### src/sv/vrr_pkg.sv
package vrr_pkg;

	localparam int VERTEX_W = 32;
	localparam int INDEX_W  = 7;
	localparam int POS_W    = 6;
	localparam int LEN_W    = 7;
	localparam int CMD_W    = 3;
	localparam int STAT_W   = 3;

	localparam logic [CMD_W-1:0] CMD_INSERT  = 3'd0;
	localparam logic [CMD_W-1:0] CMD_REMOVE  = 3'd1;
	localparam logic [CMD_W-1:0] CMD_FIND    = 3'd2;
	localparam logic [CMD_W-1:0] CMD_REPLACE = 3'd3;
	localparam logic [CMD_W-1:0] CMD_CLEAR   = 3'd4;
	localparam logic [CMD_W-1:0] CMD_READ    = 3'd5;

	localparam logic [STAT_W-1:0] ST_OK        = 3'd0;
	localparam logic [STAT_W-1:0] ST_BAD_INDEX = 3'd1;
	localparam logic [STAT_W-1:0] ST_FULL      = 3'd2;
	localparam logic [STAT_W-1:0] ST_ENDS_EQ   = 3'd3;
	localparam logic [STAT_W-1:0] ST_ENDS_GONE = 3'd4;
	localparam logic [STAT_W-1:0] ST_NOT_FOUND = 3'd5;

	typedef struct packed {
		logic [CMD_W-1:0]    cmd;
		logic [VERTEX_W-1:0] vertex;
		logic [INDEX_W-1:0]  index;
		logic [VERTEX_W-1:0] first_vertex;
		logic [VERTEX_W-1:0] last_vertex;
	} vrr_cmd_t;

	typedef struct packed {
		logic [STAT_W-1:0]   status;
		logic [POS_W-1:0]    position;
		logic [VERTEX_W-1:0] read_value;
		logic [LEN_W-1:0]    ring_length;
	} vrr_res_t;

	typedef enum logic [1:0] {
		OP_NONE,
		OP_INS,
		OP_DEL,
		OP_WR
	} ring_op_t;

	typedef struct packed {
		ring_op_t            op;
		logic [VERTEX_W-1:0] value;
	} ring_ctl_t;

	typedef enum logic [2:0] {
		S_IDLE,
		S_FINDW,
		S_PLAN,
		S_RUN,
		S_DONE
	} vrr_state_t;

endpackage

### src/sv/vrr_cell.sv
module vrr_cell #(
	parameter int POS_BITS = 7,
	parameter int CELL_IDX = 0
) (
	input  logic                     clk,
	input  vrr_pkg::ring_ctl_t       ctl,
	input  logic [POS_BITS-1:0]      pos,
	input  logic [vrr_pkg::VERTEX_W-1:0] left_in,
	input  logic [vrr_pkg::VERTEX_W-1:0] right_in,
	input  logic [vrr_pkg::VERTEX_W-1:0] key_a,
	input  logic [vrr_pkg::VERTEX_W-1:0] key_b,
	output logic [vrr_pkg::VERTEX_W-1:0] entry,
	output logic                     hit_a,
	output logic                     hit_b
);
	import vrr_pkg::*;

	localparam logic [POS_BITS-1:0] MY_POS = POS_BITS'(CELL_IDX);

	logic [VERTEX_W-1:0] entry_q;

	always_ff @(posedge clk) begin
		case (ctl.op)
			OP_INS: begin
				if (MY_POS > pos) entry_q <= left_in;
				else if (MY_POS == pos) entry_q <= ctl.value;
			end
			OP_DEL: begin
				if (MY_POS >= pos) entry_q <= right_in;
			end
			OP_WR: begin
				if (MY_POS == pos) entry_q <= ctl.value;
			end
			default: begin
			end
		endcase
	end

	assign entry = entry_q;
	assign hit_a = (entry_q == key_a);
	assign hit_b = (entry_q == key_b);

endmodule

### config.mk
export PLATFORM = sky130hd
export DESIGN_NAME = vrr_cell
export DESIGN_NICKNAME = d
export VERILOG_FILES = /design/src/sv/vrr_pkg.sv /design/src/sv/vrr_cell.sv
export SDC_FILE = /design/constraint.sdc
export NUM_CORES = 1
export LEC_CHECK = 0
export ABC_AREA = 1
export BUFFER_PORTS_ARGS = -buffer_cell sky130_fd_sc_hd__buf_4
export CAP_MARGIN = 20
export CORE_ASPECT_RATIO = 2
export CORE_UTILIZATION = 46
export DETAILED_ROUTE_END_ITERATION = 12
export PLACE_DENSITY = 0.88
export SLEW_MARGIN = 20
export SYNTH_ARGS = -nofsm -noshare
export SYNTH_HDL_FRONTEND = slang
export SYNTH_SLANG_ARGS = --single-unit
### constraint.sdc
create_clock -name clk -period 8.5 [get_ports clk]
set_input_delay 1.7 -clock clk [delete_from_list [all_inputs] [get_ports clk]]
set_output_delay 1.7 -clock clk [all_outputs]
set_load 0.01 [all_outputs]
* Yosys cells after proc, flatten, opt, wreduce, memory -nomap -nowiden *
Index checks and enable logic that the tools add are counted.

word-level totals
  register bits after elaboration = 32
  latch bits = 0
  RAM bits = 0
  memory bits (read-only) = 0
  input bits = 170
  output and inout bits = 34
  memories = 0

operators by class
  add/subtract/negate cells = 0
  multipliers = 0
  div/mod/pow operators = 0
  order comparisons = 2
  eq/ne operators = 6
  shift-type cells = 0
  mux-type cells = 4
  bitwise gates (word level) = 0
  reductions and logical operators = 3

operators with widths
  kind                count
  $mux 32             3
  $pmux 32 s3         1
  $eq 32x32->1        2
  $ge 1x7->1 const A  1
  $gt 1x7->1 const A  1
  $logic_not 7->1     1
  $eq 2x2->1 const B  2
  $reduce_bool 3->1   1
  $eq 2x1->1 const B  1
  $ne 2x2->1 const B  1
  $reduce_and 2->1    1

* Depth between registers and ports, before layout *
Gate-level depths: netlist (run 1).

  depth after elaboration = 4
  mapped depth = 8

* Worst setup path after synthesis (run 1) *
Ideal clock, no wire load.

  path type = input-to-reg
  start = input port pos[1]
  end = register entry_q[0] (netlist: entry[0]), enable pin
  arrival = 3,781 ps
  required time = 8,072 ps
  path slack = 4,291 ps
  cell stages on the path = 6
  path buffers = 1
  path through = nor2_1 nand2_1 nor2_8 inv_4 buf_6 o21bai_1

between the ends
  word-level cells in the longest chain between the ends = 3

ends and longest elaborated chain
  element                     RTL line        text
  start: declaration          vrr_cell.sv:7   input logic [POS_BITS-1:0] pos,
  $ge 1x7->1                  vrr_cell.sv:29  if (MY_POS >= pos) entry_q <= right_in;
  $ne 2x2->1 (no line)        -
  $reduce_and 2->1 (no line)  -
  end signal: assignment      vrr_cell.sv:26  else if (MY_POS == pos) entry_q <= ctl.value;
  end signal: assignment      vrr_cell.sv:29
  end signal: assignment      vrr_cell.sv:32  if (MY_POS == pos) entry_q <= ctl.value;
  end: declaration            vrr_cell.sv:20  logic [VERTEX_W-1:0] entry_q;

No other way between the ends.
A chain may end at the register's enable or synchronous reset.

* Worst setup path in the final report (run 1) *
  start = input port key_a[17] (netlist name)
  end = output port hit_a

between the ends
  word-level cells in the longest chain between the ends = 1

ends and longest elaborated chain
  element             RTL line        text
  start: declaration  vrr_cell.sv:10  input logic [vrr_pkg::VERTEX_W-1:0] key_a,
  $eq 32x32->1        vrr_cell.sv:40  assign hit_a = (entry_q == key_a);
  end: declaration    vrr_cell.sv:13  output logic hit_a,

No other way between the ends.

==> results summary, run 1 <==
The cell count after synthesis came out at 513. The sequential cell area fraction in the yosys report came out at 0.3245. After the last flow step, the layout net total stands at 850. The final clock skew came out at 0 ns.

0 antenna diodes ended up in the layout. The final critical delay including setup and external delays is 4.261 ns. Clock latency on the worst-skew pair, taken at its later pin, is 0.27 ns. The portion of synthesized cell area occupied by the leading cell type is 0.3245. The max-slew violation count is 0. The clock passes through at most 2 buffers.

The clock sink total came out at 32. The number of iterations in the first detailed-routing pass came out at 4. The power per cell area came out at 127.7 nW/um^2.

The share of final-layout standard cells stronger than drive strength 1 is 0.2775. The actual slew at the worst max-slew pin is 0.9661 ns. The area added between synthesis and finish is 50.02%. The maximum frequency from static timing analysis came out at 234.7 MHz.

The run finished with clean final reports. The die is 58.74 microns wide. Setup repair after global routing left no endpoint under its margin. The mean routed wirelength per cell is 12.13 microns. The detailed-route DRC error count came out at 0. The residual antenna-violating net count after detailed routing is 0.

The initial utilization of the core area, before any placement, comes to 0.4732. The total number of vias came out at 3,668. The remaining global-route overflow is 0. The total die area is 6782 sq um.

The reported leakage power came out at 2.577 nW. The placed cell area is 4279 sq um. The hold violation count in the final report is 0. The mean area per synthesized cell came out at 5.773 sq um. In this run the standard cell core region covers 6259 sq um. On the worst path, the slowest cell contributes a delay of 0.15 ns. The multi-input gate area in the final layout is 1575 sq um. During synthesis, Yosys emitted a total of 0 warnings.

The initial antenna violation count came out at 0. The post-synthesis instance area is 2962 sq um. By area the synthesized netlist is led by sky130_fd_sc_hd__edfxtp_1, sky130_fd_sc_hd__nand2_1, sky130_fd_sc_hd__inv_1. The tool flagged a number of max-cap violations equal to 0. The placed cell count is 759.

The non-filler instance count after layout is 767. The clock transition at the registers of the reported paths is 0.05 ns. The floorplan step set the die height to 115.5 microns. The clock root buffer is sky130_fd_sc_hd__clkbuf_16. TritonCTS built the clock tree. The setup path with the least slack is of type primary input to output pin. The number of placement rows came out at 41. The number of I/O port buffers is 171. The number of setup buffers added after CTS is 0. Of the available clock period, the critical path in the final layout requires 0.5012. Of all nets on the critical path, the largest fanout is 2. The min-delay analysis places its worst path in the category flip-flop to flip-flop. The worst setup path is launched from a primary input. The largest total area in the synthesized netlist belongs to sky130_fd_sc_hd__edfxtp_1. The detailed-route wire length is 9305 microns. The setup TNS came out at 0 ns. The number of fill cells is 549. The register with the most flip-flops in the layout has 32 of them. Detailed placement finished with a half-perimeter wire length of 7147 microns. Synthesis produced a netlist with a net count of 683. Traced cell by cell, the critical path runs through buf_4, inv_1, nand2_1, nand2_1, nor2_1, nand2_1, nor2_1, nand2_1, nor2_1, buf_4. Setup violations remaining at the end of the flow were counted as 0. In this run, post-CTS repair resized a total of 0 instances. STA classifies the critical path endpoint as an output pin. Among the stages of the critical path, the cell type that occurs most often is sky130_fd_sc_hd__nand2_1. The per-cell via count in the routed design came out at 4.782. After the first detailed-routing iteration, the DRC count stood at 184. In this run the tightest slew margin relative to its limit is 0.3542. The post-cts hold buffer count is 0. The largest individual stage delay along the critical path comes from the cell sky130_fd_sc_hd__nor2_1. The total global-route track usage came out at 0.2753. Synthesis inferred 32 register bits. The count of different cell masters after synthesis is 17. The depth of the CTS H-tree is 2. The final estimated routing congestion in global placement is 0.8240. Final hold analysis gives a worst-case slack of 0.7367 ns.

The first global-routing pass estimated 14,520 microns of wire. The arrival time at the worst endpoint came out at 2.56 ns. Data on the critical path is required at its endpoint by 6.80 ns.

The number of primary I/O pins came out at 204. The number of buffers created by CTS is 5. VDD sags by at most 0.1331 mV. The via count of the first global-routing pass came out at 3,560. The largest net degree at the start of global routing came out at 34. The area used by sequential logic in the layout came out at 960.9 sq um. The finished layout cell area came out at 4443 sq um.
==> power by group <==
part	internal, mW	total (mW)	switching, mW
Clock	0.138	0.202	0.0646
Combinational	0.0842	0.158	0.0737
Sequential	0.191	0.207	0.0159
Total	0.413	0.567	0.154
==> cells by family (layout without fill, tap and decap cells) <==
group           count (synthesis)  in the layout  synth area share
xor+xnor                        6              6           0.01774
compound gates                 65             65            0.1107
flops                          32             32            0.3245
simple gates                  307            307            0.3997
buf+inv                       103            271            0.1474
==> final timing paths <==
check | start | endpoint | slack (ns) | depth (start not counted)
setup / recovery | key_a[17] | hit_a | 4.24 | 10
hold / removal | entry[24] | entry[24] | 0.74 | 2
setup reg to reg | entry[13] | entry[13] | 7.50 | 2
hold reg to reg | entry[24] | entry[24] | 0.74 | 2
==> Yosys cell counts <==
cell	count
sky130_fd_sc_hd__nand2_1	227
sky130_fd_sc_hd__inv_1	89
sky130_fd_sc_hd__nor2_1	73
sky130_fd_sc_hd__edfxtp_1	32
sky130_fd_sc_hd__o21ai_1	29
sky130_fd_sc_hd__o21ai_0	25
sky130_fd_sc_hd__a21oi_1	10
sky130_fd_sc_hd__buf_6	6
sky130_fd_sc_hd__xor2_1	6
sky130_fd_sc_hd__nor2_2	5
sky130_fd_sc_hd__clkbuf_1	4
sky130_fd_sc_hd__buf_2	2
sky130_fd_sc_hd__inv_2	1
sky130_fd_sc_hd__inv_4	1
sky130_fd_sc_hd__nand2_2	1
sky130_fd_sc_hd__nor2_8	1
sky130_fd_sc_hd__o21bai_1	1
==> stage by stage <==
step	utilization	power, mW	worst slack (ns)
finish	0.7099	0.5673	4.239
global route	0.7099	0.5960	4.105
CTS	0.7099	0.5703	4.205
detailed placement	0.6837	0.3675	4.212
global placement	0.6837	0.3605	4.227
floorplan	-	0.2798	4.291
==> worst max-delay path, delay by kind of cell <==
family,cells,cell delay [ns]
and+or+nand+nor,7,0.61
buffers and inverters,3,0.24
==> area by class of cell <==
class                   instances  area share
flip-flops and latches         32      0.2163
multi-input cells             378      0.3545
well taps                      86     0.02422
inverters                      91     0.07744
repair buffers                172      0.2906
clock buffers                   6     0.02901
clock inverters                 2    0.007885
==> placed cells by master, fill, tap and decap left out <==
master / netlist / final
sky130_fd_sc_hd__a21oi_1: 10 / 10
sky130_fd_sc_hd__buf_4: 0 / 172
sky130_fd_sc_hd__bufinv_16: 0 / 1
sky130_fd_sc_hd__clkbuf_1: 4 / 1
sky130_fd_sc_hd__clkbuf_16: 0 / 5
sky130_fd_sc_hd__clkinv_2: 0 / 1
sky130_fd_sc_hd__edfxtp_1: 32 / 32
sky130_fd_sc_hd__inv_1: 89 / 89
sky130_fd_sc_hd__inv_2: 1 / 1
sky130_fd_sc_hd__inv_4: 1 / 1
sky130_fd_sc_hd__nand2_1: 227 / 227
sky130_fd_sc_hd__nand2_2: 1 / 1
sky130_fd_sc_hd__nor2_1: 73 / 73
sky130_fd_sc_hd__nor2_2: 5 / 5
sky130_fd_sc_hd__nor2_8: 1 / 1
sky130_fd_sc_hd__o21ai_0: 25 / 25
sky130_fd_sc_hd__o21ai_1: 29 / 29
sky130_fd_sc_hd__o21bai_4: 0 / 1
sky130_fd_sc_hd__xor2_1: 6 / 6
==> metal layers <==
| layer | track usage | routed length [microns] | vias up | share of wire |
|---|---|---|---|---|
| li1 | - | - | 1870 | - |
| met1 | 0.2782 | 3436 | 1638 | 0.37 |
| met2 | 0.5364 | 5175 | 138 | 0.56 |
| met4 | 0.1143 | 224 | 0 | 0.024 |
| met5 | 0 | 0 | - | 0 |
| met3 | 0.03795 | 469 | 22 | 0.050 |
Note: power is estimated with default switching activity, not from simulation.
==> inputs of run 2 (changes only) <==
- CORE_UTILIZATION: 46 -> 38
- PLACE_DENSITY: 0.88 -> 0.78
- clock period: 8.5 -> 3.7 ns (I/O delays scaled with it)
==> results summary, run 2 (synthesis results as in run 1) <==
The run finished with clean final reports. The via count of the first global-routing pass came out at 3,470 (-2.5%). The wire length on met1 came to 3229 microns (-6.0%). The total number of nets in the final design came out at 852 (+0.24%). The arrival time at the worst endpoint is 1.64 ns (-0.92 ns). The final number of setup-violating endpoints came to 0 (unchanged). The clock transition at the registers of the reported paths came to 0.05 ns (about the same). The clock sink total is 32 (unchanged). The depth of the CTS H-tree was 2 (unchanged). The power dissipated by switching net loads came out at 343.7 uW (+120%). The utilization of the core after routing was 0.5882 (-0.1217). The reported leakage power came to 2.574 nW (-0.15%). The hold violation count in the final report is 0 (unchanged).

The largest net degree at the start of global routing is 34 (unchanged). The number of buffers on the longest clock path came out at 2 (unchanged). The setup TNS came out at 0 ns (unchanged). The wire length of the first global-routing pass is 14,360 microns (-1.1%). The worst-path maximum fanout was 1 (-1). The post-cts hold buffer count is 0 (unchanged). Leaving out fill and tap cells, the most frequent cell in the layout is sky130_fd_sc_hd__nand2_1. The total global-route track usage was 0.2260 (-0.04923). The TritonCTS clock tree is done. The smallest setup slack after layout is 1.320 ns (-2.920 ns).

The final critical delay including setup and external delays is 2.380 ns. The number of buffers created by CTS came to 5 (unchanged). The worst setup path is launched from a primary input. The residual antenna-violating net count after detailed routing is 0 (unchanged). Leaving out fill and tap cells, the most frequent cells in the layout are sky130_fd_sc_hd__nand2_1, sky130_fd_sc_hd__buf_4, sky130_fd_sc_hd__inv_1, sky130_fd_sc_hd__nor2_1, sky130_fd_sc_hd__edfxtp_1. The per-cell via count in the routed design was 4.698 (-1.8%).

The share of final-layout standard cells stronger than drive strength 1 came to 0.2786 (+0.001059). The vertical die dimension came out at 126.9 microns (+9.9%). The worst supply voltage drop on vdd came out at 0.1862 mV (+40%). The number of primary I/O pins came out at 204 (unchanged). The initial antenna violation count came out at 0 (unchanged). The antenna diode instance count is 0 (unchanged).

The placement-stage worst setup slack is 1.044 ns (-3.168 ns). The placed cell area is 4304 sq um (+0.58%). The initial core utilization came out at 0.3925 (-0.08067). The total half-perimeter wirelength after legalization and detailed placement is 7433 microns (+4.0%). Setup repair after global routing left no endpoint under its margin. The number of fill cells is 750 (+37%). The number of DRC markers after the initial detailed-route iteration came to 92 (-50%). The top layer reached by signal wires is met4.

The max-slew violation count is 0 (unchanged). The detailed-route DRC error count came out at 0 (unchanged). The total die area is 8172 sq um (+20%).

The combinational share of power is 0.295 (+0.017). The number of I/O port buffers is 171 (unchanged). The total number of vias is 3,646 (-0.60%). By startpoint and endpoint, the worst setup path is classified as primary input to output pin.

The kind of end point of the critical path is an output pin. The power per cell area is 275.2 nW/um^2 (+120%). The amount of wire on met2 after detailed routing is 5268 microns (+1.8%). The relative contribution of sequential cells to total power is 0.392 (+0.027).

The maximum frequency from static timing analysis is 420.1 MHz. The post-cts gate resize count is 0 (unchanged). The total core area is 7545 sq um (+21%). The final clock skew is 0 ns (unchanged).

The multi-input gate area in the final layout is 1575 sq um (unchanged). The part of the cycle the worst path needs is 0.6434. The final estimated routing congestion in global placement is 0.8497 (+3.1%).

The reported max-cap violation count is 0 (unchanged). The flip-flop count of the largest register after layout is 32 (unchanged). The actual slew at the worst max-slew pin came out at 0.7644 ns (-0.2016 ns). The chip width came out at 64.43 microns (+9.7%). The insertion delay of the later-clocked pin in the worst-skew pair came out at 0.27 ns (about the same).

The share of power burned in the clock network is 0.312 (-0.045). The area growth from synthesis to layout is 49.85%. The worst-case headroom to the max-slew limit is 0.4890 (+0.1348). The post-CTS setup buffer count is 0 (unchanged).

The finished layout cell area is 4438 sq um (-0.11%). The switching portion of total power came out at 0.2815 (+0.009641). The number of iterations in the first detailed-routing pass is 4 (unchanged).

The internal power summed over all cells is 877.4 uW (+110%). The mean routed wirelength per cell is 12.13 microns (about the same). The path category of the worst min-delay check is flip-flop to flip-flop.

The critical path data required time is 2.96 ns (-3.84 ns). The detailed-route wire length is 9409 microns (+1.1%). The number of placement rows is 45 (+9.8%). The met3 wire length came out at 508 microns (+8.3%). The remaining global-route overflow was 0 (unchanged). The total design power came to 1.221 mW (+120%). The clock root buffer is sky130_fd_sc_hd__clkbuf_16. The area used by sequential logic in the layout came out at 960.9 sq um (unchanged).
[run 2: cell types whose count changed in the layout (fill, tap and decap cells not counted)]
cell and change:
sky130_fd_sc_hd__buf_4 +2, sky130_fd_sc_hd__bufinv_16 -1
[run 2: final timing paths]
| check | startpoint | end | slack, ns | depth (start not counted) |
|---|---|---|---|---|
| setup / recovery | key_b[28] | hit_b | 1.32 | 8 |
| hold / removal | entry[4] | entry[4] | 0.74 | 2 |
| setup reg to reg | entry[17] | entry[17] | 2.69 | 2 |
| hold reg to reg | entry[4] | entry[4] | 0.74 | 2 |
[run 2: worst max-delay path, stage by stage]
cell	delay, ns
sky130_fd_sc_hd__buf_4	0.11
sky130_fd_sc_hd__xor2_1	0.14
sky130_fd_sc_hd__nor2_1	0.11
sky130_fd_sc_hd__nand2_1	0.06
sky130_fd_sc_hd__nor2_1	0.13
sky130_fd_sc_hd__nand2_1	0.13
sky130_fd_sc_hd__nor2_1	0.10
sky130_fd_sc_hd__buf_4	0.13
[run 2: per-layer routing]
metal | up-vias | track usage
li1 | 1873 | -
met1 | 1610 | 0.2073
met2 | 134 | 0.4495
met3 | 29 | 0.03327
met4 | 0 | 0.1229
met5 | - | 0
[run 2: area by class of cell]
cell class,count,area share
Clock buffer,6,0.02904
Tap cell,94,0.02650
Clock inverter,1,0.001128
Multi-Input combinational cell,378,0.3549
Timing Repair Buffer,174,0.2943
Sequential cell,32,0.2165
Inverter,91,0.07753
[run 2: power by group through the flow]
stage | registers [mW] | logic, mW | clock network, mW
floorplan | 0.488 | 0.155 | 0
global placement | 0.484 | 0.351 | 0
detailed placement | 0.486 | 0.360 | 0
CTS | 0.479 | 0.362 | 0.390
global route | 0.484 | 0.404 | 0.399
finish | 0.479 | 0.360 | 0.382
[run 2: stage by stage]
stage,hold slack [ns],cells
finish,0.7402,776
global route,0.7619,776
CTS,0.7449,776
detailed placement,0.7281,769
global placement,0.7081,769
floorplan,0.7163,513
